<file path="config.mk">
export PLATFORM = sky130hd
export DESIGN_NAME = nbcs_ctrl
export DESIGN_NICKNAME = d
export VERILOG_FILES = /design/src/hw/rtl/nbcs_pkg.sv /design/src/hw/rtl/nbcs_ctrl.sv
export SDC_FILE = /design/constraint.sdc
export NUM_CORES = 1
export LEC_CHECK = 0
export BUFFER_PORTS_ARGS = -buffer_cell sky130_fd_sc_hd__buf_2
export CORE_AREA = 2 2 39 41
export DETAILED_ROUTE_END_ITERATION = 10
export DIE_AREA = 0 0 41 43
export GPL_TIMING_DRIVEN = 1
export SETUP_SLACK_MARGIN = 0.02
export SLEW_MARGIN = 20
export SYNTH_ARGS = -nofsm -noshare
export SYNTH_HDL_FRONTEND = slang
export SYNTH_SLANG_ARGS = --single-unit
export TNS_END_PERCENT = 20
</file>
<file path="constraint.sdc">
create_clock -name i_clk -period 3.1 [get_ports i_clk]
set_input_delay 0.62 -clock i_clk [delete_from_list [all_inputs] [get_ports i_clk]]
set_output_delay 0.62 -clock i_clk [all_outputs]
set_load 0.1 [all_outputs]
</file>
<file path="src/hw/rtl/nbcs_pkg.sv">
// Shared constants, types and handshake structures of the box centre snap block.
package nbcs_pkg;

    localparam int MAX_BOXES    = 256;
    localparam int COORD_BITS   = 12;
    localparam int RADIUS_BITS  = 13;
    localparam int RESET_RADIUS = 100;

    localparam int ADDR_BITS  = (MAX_BOXES > 1) ? $clog2(MAX_BOXES) : 1;
    localparam int CNT_BITS   = $clog2(MAX_BOXES + 1);
    localparam int CTR_BITS   = 2 * COORD_BITS;
    localparam int SQC_BITS   = 2 * COORD_BITS;
    localparam int SQ_BITS    = 2 * COORD_BITS + 1;
    localparam int ROOT_BITS  = (SQ_BITS + 1) / 2;
    localparam int RAD_BITS   = 2 * ROOT_BITS;
    localparam int REM_BITS   = ROOT_BITS + 3;
    localparam int STEP_BITS  = (ROOT_BITS > 1) ? $clog2(ROOT_BITS) : 1;
    localparam int THR_BITS   = 2 * RADIUS_BITS;
    localparam int CMP_BITS   = (SQ_BITS > THR_BITS) ? SQ_BITS : THR_BITS;

    typedef enum logic [1:0] {
        ACT_CLEAR = 2'd0,
        ACT_ADD   = 2'd1,
        ACT_QUERY = 2'd2,
        ACT_NONE  = 2'd3
    } t_action;

    typedef struct packed {
        logic accept;
        logic issue;
        logic take;
        logic root_step;
        logic square;
        logic deliver;
    } t_cmd;

    typedef struct packed {
        logic cnt_zero;
        logic more;
        logic busy;
        logic win;
        logic out_free;
    } t_stat;

endpackage

</file>
<file path="src/hw/rtl/nbcs_ctrl.sv">
// Controller state machine: sequences accept, table scan, square root and delivery.
module nbcs_ctrl import nbcs_pkg::*; (
    input  logic       i_clk,
    input  logic       i_rst_n,
    input  logic       i_in_valid,
    input  logic [1:0] i_action,
    output logic       o_in_ready,
    input  t_stat      i_stat,
    output t_cmd       o_cmd
);

    typedef enum logic [2:0] {
        S_IDLE,
        S_SCAN,
        S_ROOT,
        S_SQUARE,
        S_DONE
    } t_state;

    t_state               r_state, n_state;
    logic [STEP_BITS-1:0] r_step, n_step;

    always_comb begin
        n_state    = r_state;
        n_step     = r_step;
        o_cmd      = '0;
        o_in_ready = (r_state == S_IDLE);
        case (r_state)
            S_IDLE: begin
                if (i_in_valid) begin
                    o_cmd.accept = 1'b1;
                    if ((t_action'(i_action) == ACT_QUERY) && !i_stat.cnt_zero) begin
                        n_state = S_SCAN;
                    end else begin
                        n_state = S_DONE;
                    end
                end
            end
            S_SCAN: begin
                if (i_stat.win) begin
                    // A closer centre moves the threshold, so the scan restarts after it.
                    o_cmd.take = 1'b1;
                    n_step     = '0;
                    n_state    = S_ROOT;
                end else begin
                    o_cmd.issue = i_stat.more;
                    if (!i_stat.more && !i_stat.busy) begin
                        n_state = S_DONE;
                    end
                end
            end
            S_ROOT: begin
                o_cmd.root_step = 1'b1;
                n_step          = r_step + 1'b1;
                if (r_step == STEP_BITS'(ROOT_BITS - 1)) begin
                    n_state = S_SQUARE;
                end
            end
            S_SQUARE: begin
                o_cmd.square = 1'b1;
                n_state      = S_SCAN;
            end
            S_DONE: begin
                if (i_stat.out_free) begin
                    o_cmd.deliver = 1'b1;
                    n_state       = S_IDLE;
                end
            end
            default: begin
                n_state = S_IDLE;
            end
        endcase
    end

    always_ff @(posedge i_clk) begin
        if (!i_rst_n) begin
            r_state <= S_IDLE;
            r_step  <= '0;
        end else begin
            r_state <= n_state;
            r_step  <= n_step;
        end
    end

endmodule

</file>
==> out/results.md, run 1 <==
### Outcome
• result of the run: completed

### Synthesis
• largest family of logic cells by synthesized area: simple AND/OR/NAND/NOR gates
• syn avg cell area: 8.08 µm²
• number of storage elements in the synthesis netlist: 7
• share of the synthesized area in the top cell type: 0.284
• leading cell types by total area after synthesis: dfxtp_1 (28%), ha_1 (5.1%), nor3_1 (4.1%)
• sequential-to-total area share from yosys stat: 0.284
• gate count of the mapped netlist: 61
• number of distinct library cell variants in the gate-level netlist after synthesis: 32
• post-synthesis mux area share: 0.0203
• yosys warns: 0
• Adder-Cell Fraction of Synth Area: 0.0508
• post-synthesis net count: 73
• xor/xnor share of the synthesized area: 0.0178
• post-synth design cell area: 493 µm²
• basic-gate share of the synthesized area counting and, or, nand and nor cells: 0.383
• share of the synthesized area in compound gates (AO/OA/AOI/OAI): 0.173
• biggest area consumer among synthesized cells: dfxtp_1
• Synth async-reset ratio: 0
• Synth Flop Type: dfxtp_1
• number of enable-type register cells in the synthesized netlist: 0

### Worst setup path
• startpoint type of the worst setup path: flip-flop
• kind of critical path: flip-flop to output port
• worst flop-to-flop path startpoint: r_state[1]
• CP delay by family, top: flip-flops
• Worst EP arrival: 1.68 ns
• maximum cell stage delay along the critical path: 0.56 ns
• worst path cell trace: nor3b_1 > buf_2
• number of buffer and inverter stages on the critical path: 1
• peak fanout along the critical path: 12
• crit path from: r_state[1]
• sort of element at the end of the critical path: output port
• endpoint required time on the critical path: 2.48 ns
• Crit. path cell count: 2
• highest-delay cell along the critical path: dfxtp_1
• cell count of the worst reg-to-reg path: 3

### Route
• Initial DRC Count: 12
• vias: 497
• post-route DRC violation count: 0
• detailed-routing iteration count for the pre-antenna-repair pass: 4
• post-DR vias/cell: 5.29
• Routed wire per std cell: 12.2 µm
• routed wire length: 1150 µm
• Post-DRT Antenna Nets: 0

### STA
• setup repair after global routing missed its margin: false
• relative max-transition margin: 0.678
• pin slew with the least headroom to its limit: 0.482 ns
• minimum clock period after layout: 2.30 ns
• number of max-slew violations in the final report: 0
• endpoints failing hold: 0
• Final setup viols: 0
• maximum clock frequency: 0.435 GHz
• clk_skew: 0.000797 ns
• ratio of final minimum period to clock period: 0.742
• final hold slack: 0.510 ns

### Power
• clock network fraction of design power: 0.273
• static leakage: 0.258 nW
• proportion of total power due to net switching: 0.454
• Switching Power: 0.146 mW
• internal portion of total power: 0.176 mW
• worst vdd ir: 0.432 mV
• combinational group share of total power: 0.384
• relative contribution of sequential cells to total power: 0.343
• power per standard cell area: 528 mW/mm²

### Floorplanning
• floorplan core area: 0.00138 mm²
• Horiz. Die Dim: 41 µm
• full die area: 0.00176 mm²
• total number of placement rows: 14
• number of placed I/O pins: 17
• Initial Utilization: 0.356
• y dimension of the die: 43 µm

### Global route
• GRT Total Usage: 0.179
• initial antenna violation count: 0
• remaining global-route overflow: 0
• largest net degree at the start of global routing: 16
• via count of the first global-routing pass: 480
• global-route wire length before repair: 2100 µm

### Final layout
• antenna diode count: 0
• Post-Layout Inst Area: 609 µm²
• most frequent standard cell in the layout excluding fill and tap cells: buf_2
• most frequent cells in the layout: buf_2 (16), dfxtp_1 (7), nand2_1 (5)
• Layout area overhead: 23.6%
• share of final-layout standard cells stronger than drive strength 1: 0.308
• Final #Nets: 91
• number of filler cells placed in the layout: 142

### Place
• number of buffers added on ports: 16
• global placement routability congestion: 0.742
• post-placement cell area: 583 µm²
• placed wire-length estimate after detailed placement: 893 µm

### Clocking
• count of hold-fix buffers inserted at cts: 0
• clock latency on the worst-skew pair: 0.25 ns
• Max H-tree Level: 1
• buffer levels on the longest clock path: 2
• clock-pin transition on the worst setup and hold timing paths: 0.06 ns
• TritonCTS Sinks: 7
• root cell of the clock tree: clkbuf_4
• CTS tree: built
• setup fix buffers added after clock tree synthesis: 0
• CTS-repair resized insts: 0
• clock buffers created by TritonCTS: 3

### Job
• max-capacitance violation count: 0

### Hold path
• number of cells on the worst hold path: 2
• hold crit path type: flip-flop to flip-flop
• start point of the worst hold path: r_step[1]

## per-layer routing
layer	global-route usage	up-vias	wire [µm]
met4	0.100	0	0
met2	0.250	13	599
met3	0.0471	0	41
met1	0.239	229	509
met5	0	-	0
li1	-	255	-
## logic make-up (layout without fill, tap and decap cells)
kind of cell	Yosys count	count (layout)
compound gates	11	11
mux	1	1
xor+xnor	1	1
fa+ha+maj	2	2
simple gates	32	32
flops	7	7
buf+inv	7	24
## cells in the mapped netlist, drive strengths merged, types with 2 or more instances
library cell,number
inv,4
nand3b,2
ha,2
buf,2
nand2,5
dfxtp,7
and2,2
nor3,4
nand4b,2
nand2b,3
nor2,4
nand3,3
o21ai,3
## layout make-up
class / count / area [µm²] / area share
timing repair buffer: 16 / 80.1 / 0.131
multi-input combinational: 47 / 328 / 0.538
tap: 16 / 20.0 / 0.0329
clock buffer: 4 / 26.3 / 0.0431
inverter: 4 / 15.0 / 0.0246
sequential: 7 / 140 / 0.230
## worst min-delay path, stage by stage, from the launching register on
cell and delay [ns]:
dfxtp_1 0.34, nand2_1 0.07, a211oi_1 0.06
## per-stage QoR
stage / setup WS [ns] / utilization / std cells / TNS, ns / power [mW]
3_5_place_dp: 1.01 / 0.421 / 90 / 0 / 0.236
2_1_floorplan: -0.207 / - / 61 / -0.868 / 0.218
6_report: 0.801 / 0.440 / 94 / 0 / 0.322
4_1_cts: 0.801 / 0.440 / 94 / 0 / 0.324
3_3_place_gp: 1.03 / 0.421 / 90 / 0 / 0.236
5_1_grt: 0.647 / 0.440 / 94 / 0 / 0.339
## path summary, 6_finish.rpt
path / end / slack [ns]
setup / recovery: o_cmd[2] / 0.80
hold / removal: r_step[1] / 0.51
setup reg to reg: r_state[2] / 1.68
hold reg to reg: r_step[1] / 0.51
## power groups by stage
stage / combinational, mW / sequential [mW] / clock [mW]
final: 0.124 / 0.110 / 0.0877
after global routing: 0.131 / 0.112 / 0.0951
after CTS: 0.125 / 0.110 / 0.0889
after detailed placement: 0.124 / 0.112 / 0
after global placement: 0.124 / 0.112 / 0
after floorplan: 0.117 / 0.101 / 0
## sequential cells by signal, summed over array words and instances, names as in the netlist
register / count
r_step: 4
r_state: 3
(Power assumes the default switching activity.)
==> run 2, diff against run 1 <==
Settings changed: ABC_AREA set to 1.
Clock period 3.1 ns to 2.3 ns, I/O delays scaled along.
==> run 2 against run 1 <==
Compared with the run above:
- combinational power rose to 4.4 times the previous value
- critical path type unchanged
- first-iteration DRC count down 67%
- non-clock buffer count is the same
- routed wire length decreased by 15%
- register-to-register slack got worse by 0.62 ns
- setup slack worse by 0.46 ns
- synthesized area decreased by 3.8%
- largest cell class unchanged
- clock skew is 0.0095 ns higher
- sequential power grew 64%
==> out/results.md, run 2 <==
### Power
• overall power of the completed layout: 0.839 mW, +160%
• worst vdd ir: 0.425 mV, -1.7%
• power per standard cell area: 1380 mW/mm², +160%
• static leakage: 0.313 nW, +21%

### Route
• detailed-routing iteration count for the pre-antenna-repair pass: 3, -1
• Post-DRT Antenna Nets: 0, unchanged
• Routed wire per std cell: 8.93 µm, -27%
• vias: 504, +1.4%
• post-DR vias/cell: 4.58, -13%
• post-route DRC violation count: 0, unchanged
• routed wire length: 982 µm, -15%
• Initial DRC Count: 4, -8

### Final layout
• antenna diode count: 0, unchanged
• Layout area overhead: 28.0%
• Finished Core Util: 0.439, -0.00181
• largest registers: r_step (4), r_state (3)
• most frequent cells in the layout: buf_2 (16), nor2_1 (13), nand2_1 (12)
• Final #Nets: 107, +18%
• area of combinational cells with multiple inputs: 287 µm², -13%
• number of filler cells placed in the layout: 154, +8.5%
• top register by number of flip-flops: r_step
• number of flip-flops under the largest register name: 4, unchanged
• share of final-layout standard cells stronger than drive strength 1: 0.351, +0.0434
• combined flip-flop and latch cell area: 140 µm², unchanged
• most frequent standard cell in the layout excluding fill and tap cells: buf_2
• Post-Layout Inst Area: 607 µm², -0.41%

### Clocking
• CTS tree: built
• root cell of the clock tree: clkbuf_4
• Max H-tree Level: 1, unchanged
• clock latency on the worst-skew pair: 0.26 ns, about the same
• clock-pin transition on the worst setup and hold timing paths: 0.05 ns, about the same
• count of hold-fix buffers inserted at cts: 0, unchanged
• TritonCTS Sinks: 7, unchanged
• buffer levels on the longest clock path: 2, unchanged
• clock buffers created by TritonCTS: 3, unchanged
• CTS-repair resized insts: 0, unchanged
• setup fix buffers added after clock tree synthesis: 0, unchanged

### STA
• number of max-slew violations in the final report: 0, unchanged
• setup repair after global routing missed its margin: false
• final hold slack: 0.448 ns, -0.0623 ns
• ratio of final minimum period to clock period: 0.851
• maximum clock frequency: 0.511 GHz
• pin slew with the least headroom to its limit: 0.485 ns, +0.00302 ns
• minimum clock period after layout: 1.96 ns
• endpoints failing hold: 0, unchanged
• relative max-transition margin: 0.679, about the same
• Final setup viols: 0, unchanged
• clk_skew: 0.0103 ns, +0.00954 ns

### Place
• placed wire-length estimate after detailed placement: 824 µm, -7.8%
• global placement routability congestion: 0.751, +1.2%
• post-placement cell area: 579 µm², -0.64%
• number of buffers added on ports: 16, unchanged

### Hold path
• number of cells on the worst hold path: 3, +1
• hold crit path type: input pin to flip-flop

### Worst setup path
• startpoint type of the worst setup path: flip-flop
• number of buffer and inverter stages on the critical path: 1, unchanged
• cell count of the worst reg-to-reg path: 8, +5
• Crit. path cell count: 3, +1
• peak fanout along the critical path: 6, -6
• sort of element at the end of the critical path: output port
• worst path cell trace: nand3_2 > nor2_2 > buf_2
• Worst EP arrival: 1.50 ns, -0.18 ns
• CP delay by family, top: flip-flops
• highest-delay cell along the critical path: dfxtp_1
• kind of critical path: flip-flop to output port
• maximum cell stage delay along the critical path: 0.48 ns, -0.08 ns
• endpoint required time on the critical path: 1.84 ns, -0.64 ns

### Synthesis
• biggest area consumer among synthesized cells: dfxtp_1
• sequential-to-total area share from yosys stat: 0.296, +0.0113
• number of distinct library cell variants in the gate-level netlist after synthesis: 18, -44%
• top-count cell post-synth: nor2_1
• yosys warns: 0, unchanged
• Synth Flop Type: dfxtp_1
• Synth async-reset ratio: 0, unchanged
• gate count of the mapped netlist: 74, +21%
• number of enable-type register cells in the synthesized netlist: 0, unchanged
• number of storage elements in the synthesis netlist: 7, unchanged
• syn avg cell area: 6.41 µm², -21%
• leading cell types by total area after synthesis: dfxtp_1 (30%), nor2_1 (10%), nand2_1 (9.5%)
• post-synthesis net count: 86, +18%
• post-synth design cell area: 474 µm², -3.8%
• share of the synthesized area in the top cell type: 0.296, +0.0113
• leading post-synthesis cells by instance count: nor2_1 (13), nand2_1 (12), inv_1 (11), dfxtp_1 (7), nand3_1 (7)

### Floorplanning
• full die area: 0.00176 mm², unchanged
• floorplan core area: 0.00138 mm², unchanged
• number of placed I/O pins: 17, unchanged
• y dimension of the die: 43 µm, unchanged
• total number of placement rows: 14, unchanged
• Initial Utilization: 0.343, -0.0136
• Horiz. Die Dim: 41 µm, unchanged

### Job
• max-capacitance violation count: 0, unchanged

### Global route
• remaining global-route overflow: 0, unchanged
• via count of the first global-routing pass: 403, -16%
• initial antenna violation count: 0, unchanged
• largest net degree at the start of global routing: 8, -8
• global-route wire length before repair: 1520 µm, -28%
• GRT Total Usage: 0.136, -0.0427

### Outcome
• result of the run: completed

## run 2: layout make-up
cell class / count / share of cell area
Sequential cell: 7 / 0.231
Timing Repair Buffer: 16 / 0.132
Clock buffer: 3 / 0.0371
Multi-Input combinational cell: 53 / 0.472
Clock inverter: 1 / 0.00825
Inverter: 14 / 0.0866
Tap cell: 16 / 0.0330
## run 2: power by group
part | switching (mW) | total (mW) | internal, mW
Clock | 0.0502 | 0.114 | 0.0638
Combinational | 0.435 | 0.545 | 0.110
Sequential | 0.0352 | 0.180 | 0.145
## run 2: kinds of logic after synthesis
group,share of synthesized area
adder cells (fa/ha/maj),0.0528
flip-flops,0.296
AO/OA/AOI/OAI,0.0818
AND/OR/NAND/NOR,0.441
XOR/XNOR,0.0185
buffers and inverters,0.111
## run 2: worst paths after layout
check / slack, ns / from / endpoint
worst max register to register: 1.06 / r_step[0] / r_state[0]
worst max-delay path: 0.34 / r_state[0] / o_cmd[3]
worst min-delay path: 0.45 / i_rst_n / r_state[0]
worst min register to register: 0.51 / r_step[3] / r_step[3]
## run 2: per-layer routing
| metal | up-vias | routed length [µm] | track usage | share of wire |
|---|---|---|---|---|
| li1 | 275 | - | - | - |
| met1 | 213 | 437 | 0.153 | 0.45 |
| met2 | 14 | 447 | 0.191 | 0.46 |
| met3 | 2 | 79 | 0.0314 | 0.080 |
| met4 | 0 | 17 | 0.140 | 0.017 |
| met5 | - | 0 | 0 | 0 |
## run 2: stage by stage
stage | cells | worst slack, ns | setup TNS, ns
final | 110 | 0.343 | 0
after CTS | 110 | 0.313 | 0
after detailed placement | 106 | 0.588 | 0
after floorplan | 74 | -0.0252 | -0.0345
after global placement | 106 | 0.616 | 0
after global routing | 110 | 0.239 | 0
## run 2: worst min-delay path, cell delays in order
cell	delay (ns)
buf_2	0.11
nand2_1	0.06
nor2_1	0.03
==> run 3, diff against run 2 <==
Settings changed: BUFFER_PORTS_ARGS -buffer_cell sky130_fd_sc_hd__buf_2 to not set, DONT_BUFFER_PORTS set to 1.
==> run 3 against run 2 <==
Compared with the run above:
- worst hold slack lost 0.12 ns
- critical path type unchanged
- first-iteration DRC count shrank 25%
- non-clock buffer count down 9
- largest cell class unchanged
- routed wire length shrank 0.10%
- setup slack better by 0.11 ns
- via count is 3.2% lower
- register-to-register slack worse by 0.20 ns
- utilization shrank 0.90 points
- sequential share of layout area up 0.49 points
- highest routed layer unchanged
==> out/results.md, run 3 (synthesis results as in run 2) <==
### Floorplanning
• full die area: 0.00176 mm², unchanged
• Horiz. Die Dim: 41 µm, unchanged
• floorplan core area: 0.00138 mm², unchanged
• number of placed I/O pins: 17, unchanged
• y dimension of the die: 43 µm, unchanged
• total number of placement rows: 14, unchanged
• Initial Utilization: 0.343, unchanged

### Worst setup path
• maximum cell stage delay along the critical path: 0.49 ns, about the same
• peak fanout along the critical path: 6, unchanged
• startpoint type of the worst setup path: flip-flop
• Crit. path cell count: 3, unchanged
• Worst EP arrival: 1.39 ns, -0.11 ns
• number of buffer and inverter stages on the critical path: 1, unchanged
• worst path cell trace: nand3_2 > nor2_2 > buf_4
• CP delay by family, top: flip-flops
• highest-delay cell along the critical path: dfxtp_1
• cell count of the worst reg-to-reg path: 7, -1
• kind of critical path: flip-flop to output port
• internal reg-to-reg setup slack: 0.86 ns, -0.20 ns
• worst flop-to-flop path startpoint: r_state[2]
• crit path from: r_state[0]
• endpoint required time on the critical path: 1.84 ns, about the same
• sort of element at the end of the critical path: output port

### Hold path
• hold crit path type: input pin to flip-flop
• start point of the worst hold path: i_rst_n
• number of cells on the worst hold path: 2, -1

### Route
• post-DR vias/cell: 4.83, +5.5%
• Routed wire per std cell: 9.71 µm, +8.8%
• Initial DRC Count: 3, -1
• vias: 488, -3.2%
• routed wire length: 981 µm, -0.10%
• Post-DRT Antenna Nets: 0, unchanged
• detailed-routing iteration count for the pre-antenna-repair pass: 4, +1
• post-route DRC violation count: 0, unchanged

### Power
• power per standard cell area: 1470 mW/mm², +6.6%
• worst vdd ir: 0.482 mV, +13%
• static leakage: 0.279 nW, -11%

### STA
• Final TNS setup: 0 ns, unchanged
• number of max-slew violations in the final report: 0, unchanged
• endpoints failing hold: 0, unchanged
• pin slew with the least headroom to its limit: 0.338 ns, -0.147 ns
• clk_skew: 0.00267 ns, -0.00766 ns
• setup repair after global routing missed its margin: false
• minimum clock period after layout: 1.85 ns, -0.109 ns
• final hold slack: 0.330 ns, -0.118 ns
• ratio of final minimum period to clock period: 0.804, -0.0473
• relative max-transition margin: 0.775, +0.0957
• maximum clock frequency: 0.541 GHz, +5.9%
• Final setup viols: 0, unchanged

### Final layout
• largest registers: r_step (4), r_state (3)
• area of combinational cells with multiple inputs: 303 µm², +5.7%
• Finished Core Util: 0.429, -0.00904
• most frequent standard cell in the layout excluding fill and tap cells: nand2_1
• number of filler cells placed in the layout: 162, +5.2%
• Final #Nets: 98, -8.4%
• share of final-layout standard cells stronger than drive strength 1: 0.318, -0.0334
• Layout area overhead: 25.3%
• Post-Layout Inst Area: 594 µm², -2.1%
• most frequent cells in the layout: nand2_1 (12), inv_1 (11), nor2_1 (9)
• combined flip-flop and latch cell area: 140 µm², unchanged
• Cell Count, Final, Fillers Out: 101, -8.2%
• number of flip-flops under the largest register name: 4, unchanged
• top register by number of flip-flops: r_step
• antenna diode count: 0, unchanged

### Clocking
• CTS tree: built
• TritonCTS Sinks: 7, unchanged
• Max H-tree Level: 1, unchanged
• count of hold-fix buffers inserted at cts: 0, unchanged
• clock buffers created by TritonCTS: 3, unchanged
• clock-pin transition on the worst setup and hold timing paths: 0.05 ns, about the same
• buffer levels on the longest clock path: 2, unchanged
• clock latency on the worst-skew pair: 0.25 ns, about the same
• setup fix buffers added after clock tree synthesis: 0, unchanged
• CTS-repair resized insts: 0, unchanged
• root cell of the clock tree: clkbuf_4

### Place
• global placement routability congestion: 0.717, -4.6%
• post-placement cell area: 568 µm², -1.9%
• placed cells: 97, -8.5%
• number of buffers added on ports: 0, -16
• placed wire-length estimate after detailed placement: 812 µm, -1.4%

### Job
• max-capacitance violation count: 0, unchanged

### Global route
• global-route wire length before repair: 1570 µm, +3.2%
• remaining global-route overflow: 0, unchanged
• initial antenna violation count: 0, unchanged
• largest net degree at the start of global routing: 8, unchanged
• via count of the first global-routing pass: 426, +5.7%
• GRT Total Usage: 0.130, -0.00617

### Outcome
• result of the run: completed

-- run 3: cell count changes in the layout (fill, tap and decap cells not counted) --
cell and change:
buf_2 -16, buf_4 +7, clkbuf_1 +1, clkinv_2 -1, nor2_1 -4, nor2_2 +4, nor3_2 -1, nor3_4 +1
-- run 3: layout make-up --
cell class	instances	area share
timing repair buffer	7	0.0884
sequential	7	0.236
multi-input combinational	53	0.509
tap	16	0.0337
clock buffer	4	0.0442
inverter	14	0.0884
-- run 3: worst reg2reg max path: cells and delay by family, from the launching register on --
kind,cells,cell delay (ns)
flip-flops,1,0.33
XOR/XNOR,1,0.18
AND/OR/NAND/NOR,4,0.35
buffers and inverters,2,0.47
-- run 3: per-layer routing --
| metal | vias up | routed length, µm | track usage |
|---|---|---|---|
| met4 | 0 | 12 | 0.100 |
| met3 | 2 | 69 | 0.0157 |
| met2 | 17 | 432 | 0.203 |
| met1 | 212 | 466 | 0.149 |
| li1 | 257 | - | - |
| met5 | - | 0 | 0 |
-- run 3: worst paths after layout --
| check | to |
|---|---|
| setup / recovery | o_cmd[3] |
| hold / removal | r_state[0] |
| setup reg to reg | r_step[2] |
| hold reg to reg | r_step[3] |
-- run 3: where the power goes --
group | switching [mW] | internal, mW | total [mW] | leakage [nW]
logic | 0.450 | 0.133 | 0.583 | 0.207
registers | 0.0376 | 0.145 | 0.183 | 0.0569
clock network | 0.0440 | 0.0661 | 0.110 | 0.0150
total | 0.531 | 0.345 | 0.876 | 0.279
-- run 3: stage by stage --
stage / worst slack [ns] / power (mW)
2_1_floorplan: -0.0252 / 0.654
3_3_place_gp: 0.737 / 0.771
3_5_place_dp: 0.705 / 0.772
4_1_cts: 0.428 / 0.887
5_1_grt: 0.363 / 0.942
6_report: 0.452 / 0.876
